`src/sv/pffa_pkg.sv`:
```
`timescale 1ns / 1ps
// pffa_pkg: shared types, codes and widths of the page frame allocator
package pffa_pkg;

	localparam int CMD_W    = 3;
	localparam int IDX_W    = 15;
	localparam int STAT_W   = 3;
	localparam int REF_W    = 16;
	localparam int CFG_W    = 16;
	localparam int IN_W     = 24;
	localparam int OUT_W    = 40;
	localparam int OUT_PAD  = OUT_W - (IDX_W + STAT_W + REF_W + 1);
	localparam int IN_PAD   = IN_W - (CMD_W + IDX_W);
	localparam int PADDR_W  = 4;
	localparam int PDATA_W  = 32;

	localparam logic [CMD_W-1:0] CMD_INIT   = 3'd0;
	localparam logic [CMD_W-1:0] CMD_ALLOC  = 3'd1;
	localparam logic [CMD_W-1:0] CMD_FREE   = 3'd2;
	localparam logic [CMD_W-1:0] CMD_DECREF = 3'd3;
	localparam logic [CMD_W-1:0] CMD_INCREF = 3'd4;

	localparam logic [STAT_W-1:0] ST_OK        = 3'd0;
	localparam logic [STAT_W-1:0] ST_OOM       = 3'd1;
	localparam logic [STAT_W-1:0] ST_HEAD_BUSY = 3'd2;
	localparam logic [STAT_W-1:0] ST_FREE_BUSY = 3'd3;
	localparam logic [STAT_W-1:0] ST_LINKED    = 3'd4;
	localparam logic [STAT_W-1:0] ST_BAD       = 3'd5;

	localparam logic [1:0] REG_TOTAL    = 2'd0;
	localparam logic [1:0] REG_BASE     = 2'd1;
	localparam logic [1:0] REG_RESERVED = 2'd2;

	localparam logic [CFG_W-1:0] TOTAL_RST    = 16'd32768;
	localparam logic [CFG_W-1:0] BASE_RST     = 16'd160;
	localparam logic [CFG_W-1:0] RESERVED_RST = 16'd96;

	localparam int PAGE_HELD = 7;

	typedef enum logic [2:0] {
		S_CLEAR,
		S_IDLE,
		S_READ,
		S_EXEC,
		S_INIT
	} state_t;

	typedef struct packed {
		logic clr_wr;
		logic take;
		logic rd;
		logic exec;
		logic init_start;
		logic init_wr;
	} ctl_t;

	typedef struct packed {
		logic clr_last;
		logic init_last;
		logic out_free;
		logic is_init;
	} sts_t;

endpackage

```
`src/sv/pffa_ctrl.sv`:
```
`timescale 1ns / 1ps
// pffa_ctrl: sequencing state machine for clear, init walk and read-modify-write
module pffa_ctrl (
	input  logic           clk,
	input  logic           arst_n,
	input  logic           s_tvalid,
	output logic           s_tready,
	input  pffa_pkg::sts_t sts,
	output pffa_pkg::ctl_t ctl
);

	pffa_pkg::state_t state_q;
	pffa_pkg::state_t state_d;

	always_ff @(posedge clk or negedge arst_n) begin
		if (!arst_n) begin
			state_q <= pffa_pkg::S_CLEAR;
		end else begin
			state_q <= state_d;
		end
	end

	always_comb begin
		state_d  = state_q;
		ctl      = '0;
		s_tready = 1'b0;
		unique case (state_q)
			pffa_pkg::S_CLEAR: begin
				ctl.clr_wr = 1'b1;
				if (sts.clr_last) begin
					state_d = pffa_pkg::S_IDLE;
				end
			end
			pffa_pkg::S_IDLE: begin
				s_tready = 1'b1;
				if (s_tvalid) begin
					ctl.take = 1'b1;
					state_d  = pffa_pkg::S_READ;
				end
			end
			pffa_pkg::S_READ: begin
				if (sts.is_init) begin
					ctl.init_start = 1'b1;
					state_d        = pffa_pkg::S_INIT;
				end else begin
					ctl.rd  = 1'b1;
					state_d = pffa_pkg::S_EXEC;
				end
			end
			pffa_pkg::S_INIT: begin
				if (!sts.init_last) begin
					ctl.init_wr = 1'b1;
				end else if (sts.out_free) begin
					ctl.exec = 1'b1;
					state_d  = pffa_pkg::S_IDLE;
				end
			end
			pffa_pkg::S_EXEC: begin
				if (sts.out_free) begin
					ctl.exec = 1'b1;
					s_tready = 1'b1;
					if (s_tvalid) begin
						ctl.take = 1'b1;
						state_d  = pffa_pkg::S_READ;
					end else begin
						state_d = pffa_pkg::S_IDLE;
					end
				end
			end
			default: state_d = pffa_pkg::S_IDLE;
		endcase
	end

endmodule

```
`config.mk`:
```
export PLATFORM = sky130hd
export DESIGN_NAME = pffa_ctrl
export DESIGN_NICKNAME = d
export VERILOG_FILES = /design/src/sv/pffa_pkg.sv /design/src/sv/pffa_ctrl.sv
export SDC_FILE = /design/constraint.sdc
export NUM_CORES = 1
export LEC_CHECK = 0
export ABC_CLOCK_PERIOD_IN_PS = 1300
export BUFFER_PORTS_ARGS = -buffer_cell sky130_fd_sc_hd__buf_2
export CAP_MARGIN = 20
export CORE_AREA = 5 5 42 44
export CTS_BUF_LIST = sky130_fd_sc_hd__clkbuf_4
export CTS_CLUSTER_SIZE = 40
export DETAILED_ROUTE_END_ITERATION = 10
export DIE_AREA = 0 0 47 49
export PLACE_DENSITY_LB_ADDON = 0.1
export SYNTH_ARGS = -nofsm -noshare
export SYNTH_HDL_FRONTEND = slang
export SYNTH_SLANG_ARGS = --single-unit
```
`constraint.sdc`:
```
create_clock -name clk -period 1.3 [get_ports clk]
set_clock_uncertainty 0.05 [all_clocks]
set_input_delay 0.26 -clock clk [delete_from_list [all_inputs] [get_ports clk]]
set_output_delay 0.26 -clock clk [all_outputs]
set_load 0.05 [all_outputs]
```
# After elaboration in Yosys (flattened, before gate mapping)
# Index checks and enable logic that the tools add are counted.
# classes
reduce_logical,2
mux,22
eq_ne,9
# ops
operator,n
3-bit two-way mux,6
3-bit one-hot mux with 5 select lines,1
1-bit two-way mux,11
2-bit inequality test (second input constant),5
3-bit by 2-bit equality test with 1-bit output (second input constant),2
1-bit one-hot mux with 2 select lines,3
5-bit AND reduction,1
3-bit by 1-bit equality test with 1-bit output (second input constant),1
3-bit equality test (second input constant),1
3-bit logical NOT,1
2-bit two-way mux,1
# totals
elab_cells,34
out_inout_bits,7
input_bits,7
register_bits,3

# Depth between registers and ports, before layout
# logic_depth
ltp_word,3
mapped_depth,5
ltp_nobuf,4

# Worst setup path after synthesis
# OpenSTA, ideal clock, no wires.
# synth_path
path_kind,register -> output
from,reg state_q[2]
to,out ctl[3] in the netlist's numbering
path_buffers,1
t_arrival_ns,2.217
path_stages_with_launch,3
setup_slack_ns,-1.227
t_required_ns,0.990
cell_sequence,dfrtp_1 > buf_2 > nor4b_1
# synth_lines
item,line_no,text
start: declaration,pffa_ctrl.sv:12,pffa_pkg::state_t state_q;
start signal: assignment,pffa_ctrl.sv:17,state_q <= pffa_pkg::S_CLEAR;
start signal: assignment,pffa_ctrl.sv:19,state_q <= state_d;
end: declaration,pffa_ctrl.sv:9,output pffa_pkg::ctl_t ctl

==> results.md <==
* CP required at 0.99 ns
* Synth top area cells: dfrtp_1 27%, nor3_1 5.5%, buf_4 5.5%
* Final Critical Period at between 1.5 and 2 ns
* CP max stage cell: dfrtp_2
* Sw power at 0.731 mW
* Switching part of the total at 44.4%
* Final setup TNS at -1.82 ns
* Actual slew at the worst max-slew pin at 0.224 ns
* Worst hold margin at 0.288 ns
* Crit end category: output port
* CTS Sinks at 3
* Final Max Slew Viols at 0
* Number of H-tree levels at 1
* CP arrival at about 1.3 ns
* First-pass GRT wire length at roughly 1600 µm
* Worst path bufs/invs at 2
* Max VDD drop at 1.19 mV
* Synthesized flop and latch total at 3
* Std cell rows at 14
* DR pass1 iterations at 1
* Vias in the first global route at 388
* Final Routed Wirelength at approximately 940 µm
* N_diodes at 0
* Pleak at about 0.28 nW
* Synth warn at 0
* Max FFs per register at 3
* Largest net degree at the start of global routing at 8
* Die height at 49 µm
* Cell taking the most area after synthesis: dfrtp_1
* Reg power frac at a little over an eighth
* Worst path cell trace: buf_6 -> nor4b_4 -> buf_6
* Core area at approximately 1400 µm²
* Post-route ant nets at 0
* Port Buf Inserts at 13
* Layout cell share with drive strength beyond 1 at 75.4%
* DR vias at ~340
* Antenna violations before repair at 0
* Post-Syn Nets at 40
* Power Dens Cells at 2550 nW/µm²
* Main synth FF type: dfrtp_1
* FF-to-FF path depth at 5
* Chip Width at 47 µm
* Die area at 2300 µm²
* Worst slew margin at 84.9%
* DR WL/cell at roughly 12 µm
* DP Wirelength at 713 µm
* Worst hold path type: in2async
* TritonCTS clock tree: done
* Root Driver: clkbuf_4
* Post-synth EDFFs at 0
* Reg clk slew, reported paths at 0.04 ns
* Max incr delay on CP at 0.45 ns
* Io pins at 14
* Final WS setup at -0.313 ns
* Worst Setup Path Type: reg2out
* Final period util at 124%
* Area of the mapped netlist at 275 µm²
* Max Freq at 0.620 GHz
* Avg Cell Area, Syn at 8.34 µm²
* DR DRC count at 0
* Most flop-heavy register: state_q
* Sequential area share after synthesis at 27.3%
* Syn Inst Count at 33
* RSZ-0062 raised after global routing: yes
* Pre-CTS setup slack at -0.275 ns
* Status: complete, but fails checks
* Total Power at about 1.6 mW
* CTS Buf Count at 3
* WP depth at 3
* Max-cap violations at 0
* Area delta synth->final at 134%
* Int Power at just over 0.9 mW
* Aggregate global-route resource usage at 9.46%
* Largest registers: state_q (3)
* CP Max Fanout at 5
* Initial core utilization at 19.6%
* Startpoint Class: flip-flop
* Synth top cells by count: 3 x dfrtp_1, 3 x nor2_1, 3 x nor3_1
* Final hold vios at 0
* Failing checks: negative setup slack
* CTS Buffer Depth at 2
* Initial drt markers at 0
* GP Congestion at 0.836
* Synth unique cells at 22
* Vias per cell at 4.45
* Nets@finish at 69
* Cell mode on critical path: buf_6
* Clock Latency Late Sink at around 0.23 ns
* Yosys top cell area share at 27.3%
* Clk pwr share at between 10% and 20%
* Final Setup Violations at 8
* Fraction of registers with async set/reset at 100%
* Crit path max-delay family: flip-flops
* Global route overflow at 0
* Logic pwr share at around 75%
-- power by group through the flow --
stage	combinational [mW]	clock, mW	sequential (mW)
3_3_place_gp	0.836	0	0.230
6_report	1.24	0.183	0.222
4_1_cts	1.17	0.193	0.216
5_1_grt	1.32	0.203	0.236
2_1_floorplan	0.746	0	0.172
3_5_place_dp	0.847	0	0.231
-- cell families (layout without fill, tap and decap cells) --
logic type | count (synthesis) | after routing | share of synthesized area [%]
and+or+nand+nor | 19 | 19 | 41.8
AOI/OAI and AO/OA | 6 | 6 | 15.9
DFF | 3 | 3 | 27.3
buffers and inverters | 3 | 31 | 7.27
muxes | 2 | 2 | 7.73
-- through the flow --
step	util [%]	std cells	cell area [µm²]
6_report	46.0	77	644
2_1_floorplan	-	33	348
5_1_grt	46.0	77	644
3_3_place_gp	32.5	66	455
4_1_cts	43.8	77	614
3_5_place_dp	32.5	66	455
-- layout by cell type (no fill, tap or decap), types with 2 or more instances in the layout --
cell type / instances
buf_2: 6
nand2_1: 2
dfrtp_2: 3
nand3b_1: 2
buf_6: 9
nand3_1: 2
buf_4: 8
buf_8: 3
clkbuf_4: 4
-- path summary, 6_finish.rpt --
check / end / slack, ns / start
worst max-delay path: ctl[3] / -0.31 / state_q[0]
worst min-delay path: state_q[0] / 0.29 / arst_n
worst max register to register: state_q[0] / -0.03 / state_q[0]
worst min register to register: state_q[2] / 0.69 / state_q[0]
max in group asynchronous: state_q[2] / 0.79 / arst_n
min in group clk: state_q[0] / 0.29 / sts[3]
-- worst register-to-register path, delay by kind of cell, from the launching register on --
| kind | cells | cell delay [ns] |
|---|---|---|
| AOI/OAI and AO/OA | 1 | 0.23 |
| and+or+nand+nor | 2 | 0.22 |
| DFF | 1 | 0.45 |
| buffers and inverters | 2 | 0.29 |
-- layout make-up --
class | instances | area (µm²)
Timing Repair Buffer | 27 | 246
Tap cell | 16 | 20.0
Fill cell | 141 | 757
Sequential cell | 3 | 78.8
Multi-Input combinational cell | 27 | 269
Clock buffer | 4 | 30.0
-- per-layer routing --
metal  vias to the layer above  GRT usage [%]  wire length (µm)
li1                        175              -                 -
met1                       161           9.31               369
met4                         0           6.91                 0
met2                         7           16.7               524
met3                         0           1.11                43
met5                         -              0                 0
-- timing repair --
action / CTS / global route
hold buffers: 1 / 0
setup buffers: 6 / 0
setup endpoints to repair: 8 / 8
hold endpoints to repair: 3 / 0
pin swaps: 2 / 2
resized for setup: 24 / 7
No activity file was read; power rests on OpenSTA's default activity.
