**src/sv/pffa_pkg.sv**
```systemverilog
`timescale 1ns / 1ps
// pffa_pkg: shared types, codes and widths of the page frame allocator
package pffa_pkg;

	localparam int CMD_W    = 3;
	localparam int IDX_W    = 15;
	localparam int STAT_W   = 3;
	localparam int REF_W    = 16;
	localparam int CFG_W    = 16;
	localparam int IN_W     = 24;
	localparam int OUT_W    = 40;
	localparam int OUT_PAD  = OUT_W - (IDX_W + STAT_W + REF_W + 1);
	localparam int IN_PAD   = IN_W - (CMD_W + IDX_W);
	localparam int PADDR_W  = 4;
	localparam int PDATA_W  = 32;

	localparam logic [CMD_W-1:0] CMD_INIT   = 3'd0;
	localparam logic [CMD_W-1:0] CMD_ALLOC  = 3'd1;
	localparam logic [CMD_W-1:0] CMD_FREE   = 3'd2;
	localparam logic [CMD_W-1:0] CMD_DECREF = 3'd3;
	localparam logic [CMD_W-1:0] CMD_INCREF = 3'd4;

	localparam logic [STAT_W-1:0] ST_OK        = 3'd0;
	localparam logic [STAT_W-1:0] ST_OOM       = 3'd1;
	localparam logic [STAT_W-1:0] ST_HEAD_BUSY = 3'd2;
	localparam logic [STAT_W-1:0] ST_FREE_BUSY = 3'd3;
	localparam logic [STAT_W-1:0] ST_LINKED    = 3'd4;
	localparam logic [STAT_W-1:0] ST_BAD       = 3'd5;

	localparam logic [1:0] REG_TOTAL    = 2'd0;
	localparam logic [1:0] REG_BASE     = 2'd1;
	localparam logic [1:0] REG_RESERVED = 2'd2;

	localparam logic [CFG_W-1:0] TOTAL_RST    = 16'd32768;
	localparam logic [CFG_W-1:0] BASE_RST     = 16'd160;
	localparam logic [CFG_W-1:0] RESERVED_RST = 16'd96;

	localparam int PAGE_HELD = 7;

	typedef enum logic [2:0] {
		S_CLEAR,
		S_IDLE,
		S_READ,
		S_EXEC,
		S_INIT
	} state_t;

	typedef struct packed {
		logic clr_wr;
		logic take;
		logic rd;
		logic exec;
		logic init_start;
		logic init_wr;
	} ctl_t;

	typedef struct packed {
		logic clr_last;
		logic init_last;
		logic out_free;
		logic is_init;
	} sts_t;

endpackage

```
**src/sv/pffa_regs.sv**
```systemverilog
`timescale 1ns / 1ps
// pffa_regs: apb configuration registers (total, base, reserved pages)
module pffa_regs (
	input  logic                          clk,
	input  logic                          arst_n,
	input  logic                          psel,
	input  logic                          penable,
	input  logic                          pwrite,
	input  logic [pffa_pkg::PADDR_W-1:0]  paddr,
	input  logic [pffa_pkg::PDATA_W-1:0]  pwdata,
	output logic [pffa_pkg::PDATA_W-1:0]  prdata,
	output logic                          pready,
	output logic [pffa_pkg::CFG_W-1:0]    total_pages,
	output logic [pffa_pkg::CFG_W-1:0]    base_pages,
	output logic [pffa_pkg::CFG_W-1:0]    reserved_after_base
);

	logic [pffa_pkg::CFG_W-1:0] total_q;
	logic [pffa_pkg::CFG_W-1:0] base_q;
	logic [pffa_pkg::CFG_W-1:0] rsv_q;
	logic [1:0]                 reg_idx;
	logic                       wr_en;

	assign pready  = 1'b1;
	assign reg_idx = paddr[3:2];
	assign wr_en   = psel & penable & pwrite & pready;

	always_ff @(posedge clk or negedge arst_n) begin
		if (!arst_n) begin
			total_q <= pffa_pkg::TOTAL_RST;
			base_q  <= pffa_pkg::BASE_RST;
			rsv_q   <= pffa_pkg::RESERVED_RST;
		end else if (wr_en) begin
			unique case (reg_idx)
				pffa_pkg::REG_TOTAL:    total_q <= pwdata[pffa_pkg::CFG_W-1:0];
				pffa_pkg::REG_BASE:     base_q  <= pwdata[pffa_pkg::CFG_W-1:0];
				pffa_pkg::REG_RESERVED: rsv_q   <= pwdata[pffa_pkg::CFG_W-1:0];
				default: ;
			endcase
		end
	end

	always_comb begin
		prdata = '0;
		unique case (reg_idx)
			pffa_pkg::REG_TOTAL:    prdata = pffa_pkg::PDATA_W'(total_q);
			pffa_pkg::REG_BASE:     prdata = pffa_pkg::PDATA_W'(base_q);
			pffa_pkg::REG_RESERVED: prdata = pffa_pkg::PDATA_W'(rsv_q);
			default:                prdata = '0;
		endcase
	end

	assign total_pages         = total_q;
	assign base_pages          = base_q;
	assign reserved_after_base = rsv_q;

endmodule

```
**config.mk**
```make
export PLATFORM = sky130hd
export DESIGN_NAME = pffa_regs
export DESIGN_NICKNAME = d
export VERILOG_FILES = /design/src/sv/pffa_pkg.sv /design/src/sv/pffa_regs.sv
export SDC_FILE = /design/constraint.sdc
export NUM_CORES = 1
export LEC_CHECK = 0
export BUFFER_PORTS_ARGS = -buffer_cell sky130_fd_sc_hd__buf_2
export CAP_MARGIN = 20
export CORE_MARGIN = 5
export CORE_UTILIZATION = 45
export DETAILED_ROUTE_END_ITERATION = 7
export GPL_ROUTABILITY_DRIVEN = 0
export PLACE_DENSITY = 0.8
export SLEW_MARGIN = 20
export SYNTH_ARGS = -nofsm -noshare
export SYNTH_HDL_FRONTEND = slang
export SYNTH_SLANG_ARGS = --single-unit
```
**constraint.sdc**
```tcl
create_clock -name clk -period 1.75 [get_ports clk]
set_input_delay 0.35 -clock clk [delete_from_list [all_inputs] [get_ports clk]]
set_output_delay 0.35 -clock clk [all_outputs]
set_load 0.02 [all_outputs]
```
**Yosys cells after proc, flatten, opt, wreduce, memory -nomap -nowiden**

Cells that the tools add are included.

- Bits of input ports: 41
- Output and inout bits: 81
- Logic and storage cells: 12
- Register bits after elaboration: 48

- Multiplexer cells: 1
- Bitwise logic cells: 2
- Equality and inequality tests: 2
- Reduce and logical (&&, ||, !) cells: 4

Operators with widths:

| operator | count |
|---|---|
| $pmux W16 S3 | 1 |
| $reduce_and A2 Y1 | 3 |
| $and A1 B1 Y1 | 2 |
| $eq A2 B1 Y1 const B | 1 |
| $eq A2 B2 Y1 const B | 1 |
| $logic_not A2 Y1 | 1 |

**Depth between registers and ports, before layout**

- Word-level depth: 3
- Depth in mapped cells: 5
- Mapped depth without buffers: 3

**Worst setup path before layout**

No wires, ideal clock.

- Path type: input port to output port
- Start: in paddr[2] in the netlist's numbering
- End: out prdata[10] in the netlist's numbering
- Data required time: 1.400 ns
- Path buffers: 2
- Stages: 4
- Setup slack: 0.071 ns
- Arrival: 1.329 ns
- Cell sequence: buf_6 -> buf_2 -> mux2i_1 -> o21ai_0

- Word-level cells in the longest chain between the ends: 2
- Elaborated cells on any way between the ends: 4
- Those cells by class: 2 x eq/ne; 1 x mux; 1 x reduce/logical

Ends and longest elaborated chain:

| what | RTL line | source |
|---|---|---|
| from (decl) | pffa_regs.sv:9 | `input logic [pffa_pkg::PADDR_W-1:0] paddr,` |
| $eq A2 B2 Y1 (tied with other cells) | pffa_regs.sv:45 | `unique case (reg_idx)` |
| $pmux W16 S3 * | pffa_regs.sv:45 |  |
| to (decl) | pffa_regs.sv:11 | `output logic [pffa_pkg::PDATA_W-1:0] prdata,` |

Every way passes the cells marked *; elsewhere a longest branch is shown, timed or not.

**Final worst setup path**

- Start: reg total_q, in the netlist total_pages[15]
- End: out prdata[15] in the netlist's numbering

- Word-level cells in the longest chain between the ends: 1

Ends and longest elaborated chain:

| what | RTL line | source |
|---|---|---|
| from (decl) | pffa_regs.sv:18 | `logic [pffa_pkg::CFG_W-1:0] total_q;` |
| from (signal assigned) | pffa_regs.sv:30 | `total_q <= pffa_pkg::TOTAL_RST;` |
| from (signal assigned) | pffa_regs.sv:35 | `pffa_pkg::REG_TOTAL: total_q <= pwdata[pffa_pkg::CFG_W-1:0];` |
| $pmux W16 S3 | pffa_regs.sv:45 |  |

No other way between the ends.

==> results_dict.tcl <==
set metrics [dict create \
    cp_data_required_time_ns 1.40 \
    synthMuxAreaShare_pct 31.6 \
    post-route-min-period_ns 1.61 \
    netlist.area_leader.share_pct 46.0 \
    ys_types 19 \
    cts-root-buf "clkbuf_8" \
    ir_worst_vdd_mv 0.648 \
    rr_worst_depth 1 \
    crit_arrival_ns 1.26 \
    gr-total-overflow 0 \
    holdPathStages 2 \
    io_buffers 86 \
    yosys_warnings 0 \
    syn_inst 178 \
    synth-edff-count 0 \
    die_y_microns 82.1 \
    p_comb_share_pct 34.7 \
    clk_pin_slew_ns 0.09 \
    switching_share_pct 35.2 \
    die_w_microns 82.1 \
    fillCellCount 467 \
    wire_per_inst_microns 16.0 \
    synthArstFlopShare_pct 100 \
    r2r-end "reserved_after_base[13]" \
    clock_sinks 48 \
    synth_top_family_by_area "multiplexers" \
    synth.cell_area_sq_um 2340 \
    cts_buffer_depth 2 \
    endpoint "prdata[15]" \
    n_antenna_cell 0 \
    drc 0 \
    critPathMaxStageDelay_ns 0.55 \
    drt_first_pass_iters 4 \
    clock-skew-final_ns 0 \
    vias_per_cell 4.83 \
    synthXorXnorAreaFrac_pct 0 \
    seqPwrFrac_pct 42.4 \
    status "complete, no violations" \
    cts_resized 0 \
    finalHoldViolations 0 \
    avgSynthCellArea_sq_um 13.1 \
    reg2reg_from "reserved_after_base[13]" \
    synth_common_cells "dfrtp_1, mux2_2, buf_4, mux2i_1, nand2_1" \
    crit_family "flip-flops" \
    die_area_sq_um 6740 \
    yosysMostFrequentCell "dfrtp_1" \
    io_pins 122 \
    synthAdderAreaFrac_pct 0 \
    end_kind "output pin" \
    dp_hpwl_microns 4160 \
    synth-main-ff-cell "dfrtp_1" \
    first_iter_violations 35 \
    p_leak_nw 1.54 \
    tns_ns 0 \
    rsz0062_at_grt "false" \
    insertion_delay_ns 0.30 \
    fmax_mhz 620 \
    utilization_pct 58.3 \
    grt_max_degree 22 \
    switching_power_mw 1.32 \
    period_share_pct 92.2 \
    synth_top_area_cell "dfrtp_1" \
    crit_path_start "total_pages[15]" \
    ys_top_cells_by_area "dfrtp_1, mux2_2, mux2i_1, mux2_4, buf_4" \
    grt_antenna_before_repair 0 \
    internal-power_mw 2.43 \
    yosysSeqAreaShare_pct 51.6 \
    wl_microns 5540 \
    finalSetupViolations 0 \
    synth_compound_area_share_pct 3.42 \
    start_util_pct 46.1 \
    first_global_vias 1712 \
    nets 316 \
    worst_hold_slack_ns 0.305 \
    start_kind "register" \
    synth_simple_gate_area_share_pct 4.44 \
    ant_nets 0 \
    cts_buffers 5 \
    path_max_fanout 3 \
    maxCapViolCount 0 \
    worst-setup-path-type "register to output pin" \
    core_area_sq_um 5070 \
    p_per_area_nw_per_um2 1270 \
    rrSetupSlack_ns 0.96 \
    p_clk_share_pct 22.9 \
    num_rows 26 \
    ys_ff_latch 48 \
    cp_slowest_cell "dfstp_2" \
    slew_violations 0 \
    hp-class "input pin to register" \
    cts_tree "done" \
    drive_gt1_share_pct 59.4 \
    grt_util_all_layers_pct 17.3 \
    dr_total_vias 1672 \
    area_delta_synth_final_pct 26.6 \
    worstPathCellList "mux2i_1, o21ai_0, buf_2" \
    h-tree-depth 2 \
    grt_pass1_wl_microns 8630 \
    path_buf_inv 1 \
    cp.depth 3 \
]
==> metrics by stage <==
| stage | instances | power, mW | setup slack [ns] | instance area, sq um |
|---|---|---|---|---|
| after global routing | 346 | 3.94 | 0.0407 | 2960 |
| final | 346 | 3.74 | 0.136 | 2960 |
| after floorplan | 193 | 2.45 | 0.0709 | 2390 |
| after global placement | 337 | 2.88 | 0.112 | 2820 |
| after detailed placement | 337 | 2.92 | 0.0980 | 2820 |
| after CTS | 346 | 3.78 | 0.141 | 2960 |
==> how the worst min path moves through the flow <==
stage | start | slack, ns | end
2_1_floorplan | arst_n | 0.05 | base_pages[0]
3_3_place_gp | arst_n | 0.32 | reserved_after_base[3]
3_5_place_dp | arst_n | 0.32 | reserved_after_base[3]
4_1_cts | pwdata[10] | 0.30 | base_pages[10]
5_1_grt | pwdata[9] | 0.31 | base_pages[9]
6_report | pwdata[2] | 0.30 | total_pages[2]
==> registers in the layout, indices dropped and copies added (netlist names) <==
signal / flops
reserved_after_base: 16
base_pages: 16
total_pages: 16
==> placed cells by master, fill, tap and decap left out, drive strengths merged <==
master and count:
dfstp 5, conb 17, mux2 48, or3b 1, mux2i 16, nand2 16
dfrtp 43, nor3b 1, and2b 1, bufinv 1, nand3 1, clkbuf 7
dlygate4sd3 1, o21ai 16, nor3 1, buf 101
==> final cells by class <==
class	count	area (sq um)	area share [%]
clock buffers	7	96.3	3.25
well taps	70	87.6	2.96
flip-flops and latches	48	1210	40.8
repair buffers	102	553	18.7
clock inverters	1	30.0	1.01
multi-input cells	118	986	33.3
==> logic make-up (layout without fill, tap and decap cells) <==
group | count (synthesis) | in the layout
AOI/OAI and AO/OA | 16 | 16
DFF | 48 | 48
muxes | 64 | 64
buffers and inverters | 27 | 110
other | 2 | 17
and+or+nand+nor | 21 | 21
==> layer usage <==
metal	GRT usage, %	part of all wire [%]
met1	21.5	43
met2	29.5	51
met3	3.84	4.9
met4	5.98	1.3
met5	0	0
==> power by group through the flow <==
stage	registers, mW	clock network (mW)	logic [mW]
after CTS	1.59	0.877	1.32
after global routing	1.63	0.919	1.39
after global placement	1.59	0	1.29
after detailed placement	1.61	0	1.31
final	1.59	0.857	1.30
after floorplan	1.91	0	0.542
==> repair_timing <==
action | 4_1_cts | 5_1_grt
buffers inserted | 0 | 0
setup endpoints to repair | 0 | 0
endpoints found under the hold margin | 18 | 0
hold buffers | 1 | 0
Note: power is estimated with default switching activity, not from simulation.
